===== src/hdl/assert_macros.svh =====
// Assertion macros for the RTL files of the three-axis controller.
`ifndef ASSERT_MACROS_SVH
`define ASSERT_MACROS_SVH

`ifndef SYNTHESIS

// Condition that must hold at every clock edge out of reset.
`define TPD_ASSERT_ALWAYS(name, cond, msg) \
	name: assert property (@(posedge clk) disable iff (!arst_n) (cond)) \
		else $error(msg);

// Same-cycle implication.
`define TPD_ASSERT_IMPL(name, ante, cons, msg) \
	name: assert property (@(posedge clk) disable iff (!arst_n) (ante) |-> (cons)) \
		else $error(msg);

// Next-cycle implication.
`define TPD_ASSERT_NEXT(name, ante, cons, msg) \
	name: assert property (@(posedge clk) disable iff (!arst_n) (ante) |=> (cons)) \
		else $error(msg);

`else

`define TPD_ASSERT_ALWAYS(name, cond, msg)
`define TPD_ASSERT_IMPL(name, ante, cons, msg)
`define TPD_ASSERT_NEXT(name, ante, cons, msg)

`endif

`endif


===== src/hdl/tpd_pkg.sv =====
// Types, constants and helper functions of the three-axis PID controller.
package tpd_pkg;

	localparam int FRACTION_BITS = 16;

	localparam int NUM_AXES = 3;
	localparam int AXIS_W   = 2;
	localparam int GAIN_W   = 31;
	localparam int IDX_W    = 3;

	// product of a 33-bit signed operand and a 31-bit unsigned gain
	localparam int PROD_W = 65;
	localparam int SCL_W  = PROD_W - FRACTION_BITS;
	localparam int ACC_W  = SCL_W + 2;

	localparam longint unsigned ONE_FX = 64'd1 << FRACTION_BITS;
	localparam longint unsigned MASK31 = 64'h7FFF_FFFF;

	localparam logic [GAIN_W-1:0] KP_RST   = GAIN_W'((ONE_FX + 5) / 10);
	localparam logic [GAIN_W-1:0] KI_RST   = GAIN_W'((ONE_FX + 100) / 200);
	localparam logic [GAIN_W-1:0] KD_RST   = GAIN_W'((ONE_FX + 50) / 100);
	localparam logic [GAIN_W-1:0] DB_RST   = GAIN_W'((ONE_FX + 50) / 100);
	localparam logic [GAIN_W-1:0] DT_RST   = GAIN_W'((ONE_FX + 50) / 100);
	localparam logic [GAIN_W-1:0] RATE_RST = GAIN_W'((ONE_FX * 100) & MASK31);

	typedef enum logic [IDX_W-1:0] {
		REG_KP   = 3'd0,
		REG_KI   = 3'd1,
		REG_KD   = 3'd2,
		REG_DB   = 3'd3,
		REG_DT   = 3'd4,
		REG_RATE = 3'd5
	} tpd_reg_t;

	typedef struct packed {
		logic signed [31:0] target_x;
		logic signed [31:0] target_y;
		logic signed [31:0] target_z;
		logic signed [31:0] measured_x;
		logic signed [31:0] measured_y;
		logic signed [31:0] measured_z;
	} tpd_in_t;

	typedef struct packed {
		logic signed [31:0] drive_x;
		logic signed [31:0] drive_y;
		logic signed [31:0] drive_z;
		logic signed [31:0] error_x_out;
		logic signed [31:0] error_y_out;
		logic signed [31:0] error_z_out;
	} tpd_out_t;

	typedef struct packed {
		logic [GAIN_W-1:0] kp;
		logic [GAIN_W-1:0] ki;
		logic [GAIN_W-1:0] kd;
		logic [GAIN_W-1:0] db;
		logic [GAIN_W-1:0] dt;
		logic [GAIN_W-1:0] rate;
	} tpd_cfg_t;

	// datapath step issued by the controller
	typedef enum logic [2:0] {
		OP_NONE  = 3'd0,
		OP_ERR   = 3'd1,
		OP_MDT   = 3'd2,
		OP_MRATE = 3'd3,
		OP_MP    = 3'd4,
		OP_MI    = 3'd5,
		OP_MD    = 3'd6,
		OP_FIN   = 3'd7
	} tpd_op_t;

	typedef struct packed {
		logic              take;
		logic              load;
		tpd_op_t           op;
		logic [AXIS_W-1:0] axis;
	} tpd_cmd_t;

	function automatic logic signed [31:0] sat32(input logic signed [ACC_W-1:0] v);
		logic hi_any;
		logic hi_all;
		hi_any = |v[ACC_W-2:31];
		hi_all = &v[ACC_W-2:31];
		if (!v[ACC_W-1] && hi_any)
			return 32'sh7FFF_FFFF;
		else if (v[ACC_W-1] && !hi_all)
			return 32'sh8000_0000;
		else
			return v[31:0];
	endfunction

	function automatic logic signed [ACC_W-1:0] ext_w33(input logic signed [32:0] v);
		return {{(ACC_W-33){v[32]}}, v};
	endfunction

	function automatic logic signed [ACC_W-1:0] ext_scl(input logic signed [SCL_W-1:0] v);
		return {{(ACC_W-SCL_W){v[SCL_W-1]}}, v};
	endfunction

endpackage


===== src/hdl/tpd_regs.sv =====
// Configuration register file: gains, deadband, step time and step rate.
module tpd_regs (
	input  logic                    clk,
	input  logic                    arst_n,
	input  logic                    cfg_valid,
	output logic                    cfg_ready,
	input  logic [tpd_pkg::IDX_W-1:0]  cfg_index,
	input  logic [31:0]             cfg_data,
	output tpd_pkg::tpd_cfg_t       cfg
);
	import tpd_pkg::*;

	tpd_cfg_t          cfg_q;
	logic [GAIN_W-1:0] wdata;

	assign cfg_ready = 1'b1;
	assign wdata     = cfg_data[GAIN_W-1:0];
	assign cfg       = cfg_q;

	always_ff @(posedge clk or negedge arst_n) begin
		if (!arst_n) begin
			cfg_q.kp   <= KP_RST;
			cfg_q.ki   <= KI_RST;
			cfg_q.kd   <= KD_RST;
			cfg_q.db   <= DB_RST;
			cfg_q.dt   <= DT_RST;
			cfg_q.rate <= RATE_RST;
		end else if (cfg_valid && cfg_ready) begin
			unique case (cfg_index)
				REG_KP:   cfg_q.kp   <= wdata;
				REG_KI:   cfg_q.ki   <= wdata;
				REG_KD:   cfg_q.kd   <= wdata;
				REG_DB:   cfg_q.db   <= wdata;
				REG_DT:   cfg_q.dt   <= wdata;
				REG_RATE: cfg_q.rate <= wdata;
				default: ;
			endcase
		end
	end

endmodule


===== config.mk =====
export PLATFORM = sky130hd
export DESIGN_NAME = tpd_regs
export DESIGN_NICKNAME = d
export VERILOG_FILES = /design/src/hdl/assert_macros.svh /design/src/hdl/tpd_pkg.sv /design/src/hdl/tpd_regs.sv
export SDC_FILE = /design/constraint.sdc
export NUM_CORES = 1
export LEC_CHECK = 0
export ABC_AREA = 1
export BUFFER_PORTS_ARGS = -buffer_cell sky130_fd_sc_hd__buf_2
export CAP_MARGIN = 20
export CELL_PAD_IN_SITES_DETAIL_PLACEMENT = 0
export CELL_PAD_IN_SITES_GLOBAL_PLACEMENT = 1
export CORE_MARGIN = 5
export CORE_UTILIZATION = 42
export CTS_BUF_LIST = sky130_fd_sc_hd__clkbuf_2 sky130_fd_sc_hd__clkbuf_4 sky130_fd_sc_hd__clkbuf_8
export DETAILED_ROUTE_END_ITERATION = 7
export PLACE_DENSITY_LB_ADDON = 0.1
export SLEW_MARGIN = 10
export SYNTH_ARGS = -nofsm -noshare
export SYNTH_HDL_FRONTEND = slang
export SYNTH_SLANG_ARGS = --single-unit

===== constraint.sdc =====
create_clock -name clk -period 1.25 [get_ports clk]
set_input_delay 0.25 -clock clk [delete_from_list [all_inputs] [get_ports clk]]
set_output_delay 0.25 -clock clk [all_outputs]
set_load 0.05 [all_outputs]

Word level (Yosys, flattened, before mapping)
Index checks and enable logic that the tools add are counted.

Word-level logic and storage cells: 18. Register bits after elaboration: 186. Bits of input ports: 38. Output and inout bits: 187.

Reduce and logical (&&, ||, !) cells: 7. Equal/unequal tests: 5.

Operators with widths (number): AND reduction 2 bit (6); == test 3 x 2 -> 1 bit, second input constant (2); == test 3 bit, second input constant (2); == test 3 x 1 -> 1 bit, second input constant (1); zero test 3 bit (1).

Longest topological paths before layout
Depth after elaboration: 2. Gate-level depth with buffers: 6. Gate-level depth less buffers: 5.

Least setup slack after synthesis
Ideal clock, no wire load.

Kind: input to register. Start point: input cfg_index[1] (netlist name). End point: register cfg_q, in the netlist cfg[164]. Setup time: 0.119 ns. Stages: 5. Path buffers: 1. Required time: 1.131 ns. Path slack: 0.224 ns. Data arrival time: 0.907 ns. Cell sequence: nor2_2 -> nand2_1 -> clkbuf_1 -> nand2_1 -> nand2_1.

Word-level cells in the longest chain between the ends: 2.

Ends and longest elaborated chain: start: declaration (RTL line tpd_regs.sv:7) `input logic [tpd_pkg::IDX_W-1:0] cfg_index,`; zero test 3 bit (RTL line tpd_regs.sv:29) `unique case (cfg_index)`; AND reduction 2 bit (no line); end: declaration (RTL line tpd_regs.sv:13) `tpd_cfg_t cfg_q;`.

Every way passes these cells. A chain may end at the register's enable or synchronous reset.

Worst setup path after layout
Start point: register cfg_q, in the netlist cfg[100]. End point: output cfg[100] (netlist name).

RTL lines: end: declaration (RTL line tpd_regs.sv:9) `output tpd_pkg::tpd_cfg_t cfg`.

No word-level cell between the ends.

==> impl_metrics.py <==
metrics = {
    "outcome": {
        "status": "finished, violations left",
        "violations": "setup timing",
    },
    "pwr": {
        "p_sw_frac": 0.4168,
        "p_sw_uw": 9000,
        "intPower_uw": 12590,
        "p_leak_uw": 0.006022,
        "ir_drop_v": 0.001038,
        "seqPwrFrac": 0.381,
        "clockPowerShare": 0.189,
        "combPwrFrac": 0.429,
        "pwr_density_cell_mw_per_mm2": 1934,
    },
    "routing": {
        "routed_wl_um": 24310,
        "drtPass1Iterations": 6,
        "dr_total_vias": 6586,
        "drc": 0,
        "wire_per_inst_um": 17.85,
        "antenna_left": 0,
        "vias_per_cell": 4.836,
        "drt-initial-drc-count": 403,
    },
    "cells_and_area": {
        "syn2layout_area_growth_pct": 53.65,
        "drive_gt1_frac": 0.3598,
        "fillers": 1435,
        "layout_common_cells": "444 x nand2_1, 155 x dfrtp_1, 155 x buf_6",
        "largest_reg_flops": 186,
        "utilization": 0.6523,
        "final_common_cell": "nand2_1",
        "nNetsFinal": 1159,
    },
    "clocking": {
        "cts-buffers-inserted": 17,
        "clk_pin_slew_ps": 100,
        "worst_skew_pair.late_latency_ps": 450,
        "cts_tree": "done",
        "htreeDepth": 4,
        "clock-root-buffer": "clkbuf_8",
        "clockBufferDepth": 2,
        "cts_sinks": 186,
    },
    "logic_synthesis": {
        "synth_cells": 817,
        "yosysWarnings": 0,
        "synth-compound-area-share": 0,
        "syn-num-nets": 855,
        "synthSimpleGateAreaFrac": 0.3192,
        "synth_top_family_by_area": "simple AND/OR/NAND/NOR gates",
        "synth-seq-cells": 186,
        "synth-adder-area-share": 0,
        "synthMuxAreaShare": 0,
        "ys_seq_area_frac": 0.6458,
        "avgSynthCellArea_um2": 8.895,
        "yosysUniqueCellTypes": 12,
        "synth_xor_area_frac": 0,
        "syn_area_mm2": 0.007267,
    },
    "setup_path": {
        "cp_top_family": "flip-flops",
        "cp.required_ps": 1000,
        "regToRegSetupSlack_ps": 360,
        "critical_path_class": "reg2out",
        "max_stage_delay_ps": 580,
        "critical_path.max_fanout": 2,
        "path_cells": "buf_8",
        "arrival_ps": 1190,
        "slowest_stage": "dfstp_2",
        "startpoint_type": "register",
        "worstSetupEndpointType": "output pin",
        "cp_num_buf_inv": 1,
    },
    "run": {
        "cap_violations": 0,
    },
    "floorplanning": {
        "boundaryPins": 225,
        "rows": 48,
        "chipHeight_um": 141.5,
        "die_area_mm2": 0.02003,
        "initial_utilization": 0.4246,
        "dieWidth_um": 141.5,
        "core_region_area_mm2": 0.01712,
    },
    "hold_path": {
        "hold_path.class": "in2reg",
    },
    "global_routing": {
        "grt_pass1_vias": 6515,
        "grt_max_degree": 43,
        "grt_usage": 0.2456,
        "antenna_found_initial": 3,
        "grt_pass1_wl_um": 38250,
        "grt.overflow.total": 0,
    },
    "sta": {
        "clock_skew_ps": 0,
        "period_needed_ps": 1438,
        "hold_viol": 0,
        "max_freq_mhz": 695.5,
        "fin_ws_ps": -187.8,
        "finalSetupViolations": 184,
        "period_share": 1.150,
        "rsz0062_at_grt": "true",
        "slew_viol_final": 0,
    },
    "place": {
        "port_buffers": 222,
        "post-place-ws_ps": 25.04,
        "hpwlAfterDp_um": 15860,
        "globalplace.congestion": 0.8291,
    },
}
## stage by stage
stage / instance area, um2 / TNS [ps] / total power, uW / std cells / hold WS, ps
3_3_place_gp: 8924 / 0 / 15080 / 1253 / 166.2
5_1_grt: 11170 / -15970 / 22520 / 1362 / 53.71
4_1_cts: 10880 / -13760 / 21380 / 1322 / 25.33
2_1_floorplan: 7267 / 0 / 13070 / 817 / -45.59
3_5_place_dp: 8924 / 0 / 15130 / 1253 / 164.4
6_report: 11170 / -7812 / 21590 / 1362 / 63.33
## routing by layer
metal,vias up,share of wire,global-route usage
met1,3192,0.45,0.3541
met2,208,0.47,0.3762
met4,0,0.012,0.05960
li1,3163,-,-
met5,-,0,0
met3,23,0.073,0.06168
## path summary, 6_finish.rpt
check,start,to,cells past startpoint
max,cfg[100]$_DFFE_PN1P_,cfg[100],1
min,cfg_data[0],cfg[62]$_DFFE_PN1P_,3
max reg2reg,cfg[38]$_DFFE_PN1P_,cfg[38]$_DFFE_PN1P_,4
min reg2reg,cfg[40]$_DFFE_PN1P_,cfg[40]$_DFFE_PN1P_,2
max in group asynchronous,arst_n,cfg[94]$_DFFE_PN1P_,3
min in group asynchronous,arst_n,cfg[11]$_DFFE_PN0P_,2
## tightest hold or removal path: stages
cell	delay, ps
buf_2	150
nand2_1	80
nand2_1	40
## synthesized netlist by cell type
library cell	n	share of area
inv_2	5	0.0026
dfrtp_1	155	0.53
nor2_2	4	0.0034
nand2_1	444	0.23
buf_4	1	0.0010
buf_2	29	0.020
dfstp_2	31	0.11
clkbuf_1	20	0.010
conb_1	1	0.00052
nor2_1	2	0.0010
inv_1	1	0.00052
nand3_1	124	0.085
## repair_timing
| item | in CTS | in global routing |
|---|---|---|
| setup buffers | 36 | 37 |
| resized for setup | 403 | 0 |
| hold buffers | 1 | 0 |
| endpoints found under the setup margin | 186 | 186 |
| endpoints found under the hold margin | 153 | 0 |
| pin swaps | 0 | 0 |
## power groups by stage
stage / clock network (uW) / registers [uW] / logic (uW)
2_1_floorplan: 0 / 12000 / 1050
3_3_place_gp: 0 / 8010 / 7070
3_5_place_dp: 0 / 8000 / 7130
4_1_cts: 4180 / 8220 / 8990
5_1_grt: 4410 / 8360 / 9750
6_report: 4090 / 8230 / 9270
## kinds of logic (layout without fill, tap and decap cells)
kind of cell | count (synthesis) | count (layout)
and+or+nand+nor | 574 | 574
DFF | 186 | 186
buffers and inverters | 56 | 373
other | 1 | 4
## cell type report
type,instances,area (um2),area share
Clock buffer,19,255.2,0.02286
Tap cell,225,281.5,0.02521
Timing Repair Buffer,335,3426,0.3068
Clock inverter,13,141.4,0.01266
Antenna cell,3,7.507,0.0006723
Inverter,6,22.52,0.002017
Sequential cell,186,4693,0.4203
Multi-Input combinational cell,575,2338,0.2094
Note: power is estimated with default switching activity, not from simulation.
