==> config.mk <==
export PLATFORM = sky130hd
export DESIGN_NAME = tpd_ctrl
export DESIGN_NICKNAME = d
export VERILOG_FILES = /design/src/hdl/tpd_pkg.sv /design/src/hdl/tpd_ctrl.sv
export VERILOG_INCLUDE_DIRS = /design/src /design/src/hdl
export SDC_FILE = /design/constraint.sdc
export NUM_CORES = 1
export LEC_CHECK = 0
export BUFFER_PORTS_ARGS = -buffer_cell sky130_fd_sc_hd__buf_2
export CELL_PAD_IN_SITES_DETAIL_PLACEMENT = 0
export CELL_PAD_IN_SITES_GLOBAL_PLACEMENT = 1
export CORE_AREA = 3 3 43 45
export DETAILED_ROUTE_END_ITERATION = 10
export DIE_AREA = 0 0 46 48
export GPL_ROUTABILITY_DRIVEN = 0
export GPL_TIMING_DRIVEN = 0
export PLACE_DENSITY_LB_ADDON = 0.1
export REMOVE_ABC_BUFFERS = 1
export SETUP_SLACK_MARGIN = 0.15
export SYNTH_ARGS = -nofsm -noshare
export SYNTH_HDL_FRONTEND = slang
export SYNTH_SLANG_ARGS = --single-unit
==> constraint.sdc <==
create_clock -name clk -period 3.9 [get_ports clk]
set_input_delay 0.585 -clock clk [delete_from_list [all_inputs] [get_ports clk]]
set_output_delay 0.585 -clock clk [all_outputs]
set_load 0.005 [all_outputs]
==> src/hdl/assert_macros.svh <==
// Assertion macros for the RTL files of the three-axis controller.
`ifndef ASSERT_MACROS_SVH
`define ASSERT_MACROS_SVH

`ifndef SYNTHESIS

// Condition that must hold at every clock edge out of reset.
`define TPD_ASSERT_ALWAYS(name, cond, msg) \
	name: assert property (@(posedge clk) disable iff (!arst_n) (cond)) \
		else $error(msg);

// Same-cycle implication.
`define TPD_ASSERT_IMPL(name, ante, cons, msg) \
	name: assert property (@(posedge clk) disable iff (!arst_n) (ante) |-> (cons)) \
		else $error(msg);

// Next-cycle implication.
`define TPD_ASSERT_NEXT(name, ante, cons, msg) \
	name: assert property (@(posedge clk) disable iff (!arst_n) (ante) |=> (cons)) \
		else $error(msg);

`else

`define TPD_ASSERT_ALWAYS(name, cond, msg)
`define TPD_ASSERT_IMPL(name, ante, cons, msg)
`define TPD_ASSERT_NEXT(name, ante, cons, msg)

`endif

`endif

==> src/hdl/tpd_pkg.sv <==
// Types, constants and helper functions of the three-axis PID controller.
package tpd_pkg;

	localparam int FRACTION_BITS = 16;

	localparam int NUM_AXES = 3;
	localparam int AXIS_W   = 2;
	localparam int GAIN_W   = 31;
	localparam int IDX_W    = 3;

	// product of a 33-bit signed operand and a 31-bit unsigned gain
	localparam int PROD_W = 65;
	localparam int SCL_W  = PROD_W - FRACTION_BITS;
	localparam int ACC_W  = SCL_W + 2;

	localparam longint unsigned ONE_FX = 64'd1 << FRACTION_BITS;
	localparam longint unsigned MASK31 = 64'h7FFF_FFFF;

	localparam logic [GAIN_W-1:0] KP_RST   = GAIN_W'((ONE_FX + 5) / 10);
	localparam logic [GAIN_W-1:0] KI_RST   = GAIN_W'((ONE_FX + 100) / 200);
	localparam logic [GAIN_W-1:0] KD_RST   = GAIN_W'((ONE_FX + 50) / 100);
	localparam logic [GAIN_W-1:0] DB_RST   = GAIN_W'((ONE_FX + 50) / 100);
	localparam logic [GAIN_W-1:0] DT_RST   = GAIN_W'((ONE_FX + 50) / 100);
	localparam logic [GAIN_W-1:0] RATE_RST = GAIN_W'((ONE_FX * 100) & MASK31);

	typedef enum logic [IDX_W-1:0] {
		REG_KP   = 3'd0,
		REG_KI   = 3'd1,
		REG_KD   = 3'd2,
		REG_DB   = 3'd3,
		REG_DT   = 3'd4,
		REG_RATE = 3'd5
	} tpd_reg_t;

	typedef struct packed {
		logic signed [31:0] target_x;
		logic signed [31:0] target_y;
		logic signed [31:0] target_z;
		logic signed [31:0] measured_x;
		logic signed [31:0] measured_y;
		logic signed [31:0] measured_z;
	} tpd_in_t;

	typedef struct packed {
		logic signed [31:0] drive_x;
		logic signed [31:0] drive_y;
		logic signed [31:0] drive_z;
		logic signed [31:0] error_x_out;
		logic signed [31:0] error_y_out;
		logic signed [31:0] error_z_out;
	} tpd_out_t;

	typedef struct packed {
		logic [GAIN_W-1:0] kp;
		logic [GAIN_W-1:0] ki;
		logic [GAIN_W-1:0] kd;
		logic [GAIN_W-1:0] db;
		logic [GAIN_W-1:0] dt;
		logic [GAIN_W-1:0] rate;
	} tpd_cfg_t;

	// datapath step issued by the controller
	typedef enum logic [2:0] {
		OP_NONE  = 3'd0,
		OP_ERR   = 3'd1,
		OP_MDT   = 3'd2,
		OP_MRATE = 3'd3,
		OP_MP    = 3'd4,
		OP_MI    = 3'd5,
		OP_MD    = 3'd6,
		OP_FIN   = 3'd7
	} tpd_op_t;

	typedef struct packed {
		logic              take;
		logic              load;
		tpd_op_t           op;
		logic [AXIS_W-1:0] axis;
	} tpd_cmd_t;

	function automatic logic signed [31:0] sat32(input logic signed [ACC_W-1:0] v);
		logic hi_any;
		logic hi_all;
		hi_any = |v[ACC_W-2:31];
		hi_all = &v[ACC_W-2:31];
		if (!v[ACC_W-1] && hi_any)
			return 32'sh7FFF_FFFF;
		else if (v[ACC_W-1] && !hi_all)
			return 32'sh8000_0000;
		else
			return v[31:0];
	endfunction

	function automatic logic signed [ACC_W-1:0] ext_w33(input logic signed [32:0] v);
		return {{(ACC_W-33){v[32]}}, v};
	endfunction

	function automatic logic signed [ACC_W-1:0] ext_scl(input logic signed [SCL_W-1:0] v);
		return {{(ACC_W-SCL_W){v[SCL_W-1]}}, v};
	endfunction

endpackage

==> src/hdl/tpd_ctrl.sv <==
// Sequencer: walks each axis through the shared-multiplier steps.
`include "assert_macros.svh"

module tpd_ctrl (
	input  logic              clk,
	input  logic              arst_n,
	input  logic              sample_valid,
	output logic              sample_stall,
	output logic              result_valid,
	input  logic              result_stall,
	output tpd_pkg::tpd_cmd_t cmd
);
	import tpd_pkg::*;

	typedef enum logic [8:0] {
		S_IDLE  = 9'b000000001,
		S_ERR   = 9'b000000010,
		S_MDT   = 9'b000000100,
		S_MRATE = 9'b000001000,
		S_MP    = 9'b000010000,
		S_MI    = 9'b000100000,
		S_MD    = 9'b001000000,
		S_FIN   = 9'b010000000,
		S_DONE  = 9'b100000000
	} tpd_state_t;

	localparam logic [AXIS_W-1:0] LAST_AXIS = AXIS_W'(NUM_AXES - 1);

	tpd_state_t        state_q, state_d;
	logic [AXIS_W-1:0] axis_q;
	logic              res_valid_q;
	logic              take;
	logic              load;

	assign take         = (state_q == S_IDLE) && sample_valid;
	assign load         = (state_q == S_DONE) && (!res_valid_q || !result_stall);
	assign sample_stall = (state_q != S_IDLE);
	assign result_valid = res_valid_q;

	always_comb begin
		state_d  = state_q;
		cmd.take = take;
		cmd.load = load;
		cmd.axis = axis_q;
		cmd.op   = OP_NONE;
		unique case (state_q)
			S_IDLE:  if (sample_valid) state_d = S_ERR;
			S_ERR: begin
				cmd.op  = OP_ERR;
				state_d = S_MDT;
			end
			S_MDT: begin
				cmd.op  = OP_MDT;
				state_d = S_MRATE;
			end
			S_MRATE: begin
				cmd.op  = OP_MRATE;
				state_d = S_MP;
			end
			S_MP: begin
				cmd.op  = OP_MP;
				state_d = S_MI;
			end
			S_MI: begin
				cmd.op  = OP_MI;
				state_d = S_MD;
			end
			S_MD: begin
				cmd.op  = OP_MD;
				state_d = S_FIN;
			end
			S_FIN: begin
				cmd.op  = OP_FIN;
				state_d = (axis_q == LAST_AXIS) ? S_DONE : S_ERR;
			end
			S_DONE:  if (load) state_d = S_IDLE;
			default: state_d = S_IDLE;
		endcase
	end

	always_ff @(posedge clk or negedge arst_n) begin
		if (!arst_n) begin
			state_q     <= S_IDLE;
			axis_q      <= '0;
			res_valid_q <= 1'b0;
		end else begin
			state_q <= state_d;
			if (state_q == S_FIN)
				axis_q <= (axis_q == LAST_AXIS) ? '0 : axis_q + 1'b1;
			if (load)
				res_valid_q <= 1'b1;
			else if (!result_stall)
				res_valid_q <= 1'b0;
		end
	end

	`TPD_ASSERT_ALWAYS(a_axis_range, axis_q <= LAST_AXIS, "axis counter out of range")
	`TPD_ASSERT_NEXT(a_take_starts, take, state_q == S_ERR && axis_q == '0,
		"accepted request did not start at first axis")
	`TPD_ASSERT_NEXT(a_last_axis_done, state_q == S_FIN && axis_q == LAST_AXIS,
		state_q == S_DONE, "last axis did not finish the item")
	`TPD_ASSERT_NEXT(a_load_shows, load, res_valid_q && state_q == S_IDLE,
		"loaded result not presented")
	`TPD_ASSERT_IMPL(a_busy_no_take, state_q != S_IDLE, !cmd.take,
		"request taken while busy")

endmodule

Yosys cells after proc, flatten, opt, wreduce, memory -nomap -nowiden
Cells that the tools add are included.
{"block": "classes", "mux": 8, "n_reduce_logical": 6, "add_sub_neg": 1, "n_eq_ne": 14}
{"operator": "$pmux W9 S9", "count": 1}
{"operator": "$mux W9", "count": 3}
{"operator": "$pmux W3 S7", "count": 1}
{"operator": "$eq A9 B1 Y1 const B", "count": 1}
{"operator": "$eq A9 B2 Y1 const B", "count": 1}
{"operator": "$eq A9 B3 Y1 const B", "count": 1}
{"operator": "$eq A9 B4 Y1 const B", "count": 1}
{"operator": "$eq A9 B5 Y1 const B", "count": 1}
{"operator": "$eq A9 B6 Y1 const B", "count": 1}
{"operator": "$eq A9 B7 Y1 const B", "count": 1}
{"operator": "$eq A9 B8 Y1 const B", "count": 1}
{"operator": "$eq A9 B9 Y1 const B", "count": 1}
{"operator": "$ne A9 B1 Y1 const B", "count": 1}
{"operator": "$ne A2 B2 Y1 const B", "count": 2}
{"operator": "$add A2 B1 Y2 const B", "count": 1}
{"operator": "$eq A2 B2 Y1 const B", "count": 1}
{"operator": "$logic_and A1 B1 Y1", "count": 2}
{"operator": "$logic_not A1 Y1", "count": 2}
{"operator": "$mux W1", "count": 2}
{"operator": "$mux W2", "count": 1}
{"operator": "$ne A2 B1 Y1 const B", "count": 1}
{"operator": "$reduce_and A2 Y1", "count": 1}
{"operator": "$logic_or A1 B1 Y1", "count": 1}
{"block": "totals", "out_inout_bits": 9, "inputBits": 4, "register_bits": 12}

Depth between registers and ports, before layout
{"block": "depth", "ltp_word": 5, "depth_mapped": 5}

Worst setup path before layout
OpenSTA, ideal clock, no wires.
{"block": "synth_timing", "path_type": "register to output", "start": "register state_q[6]", "end": "output port cmd[2] (netlist bit)", "arrival_time_ns": 1.483, "stages_incl_launch_ff": 5, "slack_ns": 1.832, "cell_sequence": "dfrtp_1 nor4_1 nand2_1 nor4b_1 or4_1"}
{"element": "start, declared", "line": "tpd_ctrl.sv:29", "rtl": "tpd_state_t state_q, state_d;"}
{"element": "start signal, assigned", "line": "tpd_ctrl.sv:87", "rtl": "state_q <= state_d;"}
{"element": "end, declared", "line": "tpd_ctrl.sv:11", "rtl": "output tpd_pkg::tpd_cmd_t cmd"}

==> qor.yml <==
critPathCapture: "cmd[2]"
maxCapViolations: 0
comb_power_share_pct: 30.2
relSlewSlack_pct: 46.6
sequentialPowerShare_pct: 46.3
dpl.hpwl_um: 923
rsz0062_at_grt: "false"
insertedDiodeCount: 0
period_share_pct: 72.6
multiInputGateArea_um2: 302
wl_met1_um: 583
clk_latency_ps: 280
rows: 14
fin_ws_ps: 1070
coreArea_um2: 1510
path_clk_slew_ps: 80
drt-initial-drc-count: 10
power_mw: 0.343
max_stage_delay_ps: 710
wirelength_mm: 1.23
first_pass_iters: 4
vias_per_cell: 5.63
fillers: 145
slowest_stage: "nor4_1"
ant_nets: 0
cp_max_fo: 5
layout-drive-gt1-share_pct: 28.8
yosys_warnings: 0
cts.root.buffer_cell: "clkbuf_4"
grt_pass1_wl_mm: 2.06
wl_met3_um: 61
place_ws_ps: 1410
r2r_slack_ps: 1990
cts_sinks: 12
syn_area_per_cell_um2: 10.4
wl_per_cell_um: 13.8
cts_buffer_depth: 2
top_layer_used: "met4"
synthDistinctLibCells: 32
skew_ps: 11.3
p_clk_share_pct: 23.5
met2_length_um: 545
p_leak_nw: 0.376
cts_setup_buffers: 0
r2r-start: "state_q[2]"
swShare_pct: 33.3
r2r_cells: 4
dp_cells: 85
num-nets-final: 78
intPower_mw: 0.229
synth_seq_area_share_pct: 47.6
finalNonFillerCells: 89
critPathKind: "reg2out"
tritoncts: "built"
grtUsageTotal_pct: 14.1
regArea_um2: 302
critPathLaunchType: "flip-flop"
timing.fmax_mhz: 353
tightest_slew_ps: 794
start_util_pct: 42.0
globalRouteOverflowTotal: 0
area_delta_synth_final_pct: 13.2
synth_cells: 61
arrival_ps: 2250
cp-startpoint: "state_q[6]"
setup_viol: 0
ctsResizeCount: 0
cts_buffers: 3
netlist_area_um2: 633
grt_max_degree: 13
switchingPower_mw: 0.114
cts_max_level: 1
fp.dieW_um: 46
die_h_um: 48
postCtsHoldBufs: 0
worstSetupEndpointType: "primary output"
cp_data_required_time_ps: 3310
peakVddDrop_uv: 342
drc_errors: 0
fin_crit_ps: 2830
vias: 501
io_buffers: 12
ys_ff_latch: 12
grt_pass1_vias: 452
die_area_um2: 2210
cp_cell_sequence: "nor4_1, nand2_1, nor4b_1, or4_1, buf_2"
final_cell_mix: "buf_2 (12), dfrtp_1 (11), nor2_1 (6), nand2_1 (5)"
antenna_found_initial: 0
mostFrequentLayoutCell: "buf_2"
io-pin-count: 13
powerDensity_nw_per_um2: 479
status: "finished, final reports clean"
setup_tns_ps: 0
slew_violations: 0
r2r_end: "axis_q[0]"
hold_class: "in2async"
hold_viol: 0
==> synthesized netlist by cell type, drive strengths merged <==
library cell / instances / area share, %
dfrtp: 11 / 43
nor2: 6 / 3.6
nand2: 5 / 3.0
a21o: 3 / 3.6
nor3: 3 / 2.4
or4b: 3 / 5.9
buf: 2 / 2.4
clkbuf: 2 / 1.2
inv: 2 / 1.2
nand2b: 2 / 2.0
nor4b: 2 / 2.8
a21oi: 1 / 0.79
a31oi: 1 / 0.99
and4b: 1 / 1.6
and4bb: 1 / 2.0
dfstp: 1 / 4.2
mux2i: 1 / 1.6
nand3: 1 / 0.79
nand4: 1 / 0.99
nand4b: 1 / 1.4
nor3b: 1 / 2.0
nor4: 1 / 0.99
nor4bb: 1 / 1.6
o2111a: 1 / 1.8
o21ai: 1 / 0.79
o22ai: 1 / 0.99
o41ai: 1 / 1.4
or3: 1 / 0.99
or4: 1 / 1.2
xnor2: 1 / 1.4
xor2: 1 / 1.4
==> worst max-delay path: cells and delay by family, from the launching register on <==
| family | cells | cell delay (ps) |
|---|---|---|
| buffers and inverters | 1 | 100 |
| and+or+nand+nor | 4 | 1460 |
| DFF | 1 | 410 |
==> flip-flops by register name, summed over array words and instances, names as in the netlist <==
register and cells:
axis_q 2, result_valid 1, state_q 9
==> logic make-up (layout without fill, tap and decap cells) <==
| logic type | count (synthesis) | in the layout | share of synthesized area, % |
|---|---|---|---|
| simple gates | 31 | 31 | 33.0 |
| compound gates | 9 | 9 | 10.3 |
| xor+xnor | 2 | 2 | 2.77 |
| buf+inv | 6 | 18 | 4.74 |
| flops | 12 | 12 | 47.6 |
| mux | 1 | 1 | 1.58 |
==> cell type report <==
type | instances | area share (%)
well taps | 16 | 2.79
repair buffers | 12 | 8.38
clock buffers | 4 | 3.66
multi-input cells | 43 | 42.1
inverters | 2 | 1.05
flip-flops and latches | 12 | 42.1
==> routing by layer <==
layer	global-route usage (%)	vias up
li1	-	252
met1	16.5	235
met2	20.6	10
met3	6.02	4
met4	10.2	0
met5	0	-
==> worst min-delay path by stage <==
stage / to / slack, ps / cells past startpoint
after detailed placement: state_q[3] / 480 / 1
after global routing: state_q[3] / 180 / 1
final: state_q[3] / 170 / 1
after CTS: state_q[3] / 170 / 1
after global placement: state_q[3] / 480 / 1
after floorplan: axis_q[0] / 290 / 0
==> stage by stage <==
| step | cell area [um^2] | utilization, % | hold slack (ps) |
|---|---|---|---|
| final | 717 | 47.6 | 167 |
| after global routing | 717 | 47.6 | 175 |
| after CTS | 717 | 47.6 | 172 |
| after detailed placement | 691 | 45.8 | 479 |
| after global placement | 691 | 45.8 | 477 |
| after floorplan | 611 | - | 289 |
==> power groups by stage <==
stage                     combinational, mW  clock (mW)  sequential, mW
final                                 0.104      0.0805           0.159
after global routing                  0.120      0.0903           0.161
after CTS                             0.105      0.0844           0.158
after detailed placement              0.104           0           0.161
after global placement                0.104           0           0.161
after floorplan                      0.0715           0           0.158
(Power assumes the default switching activity.)
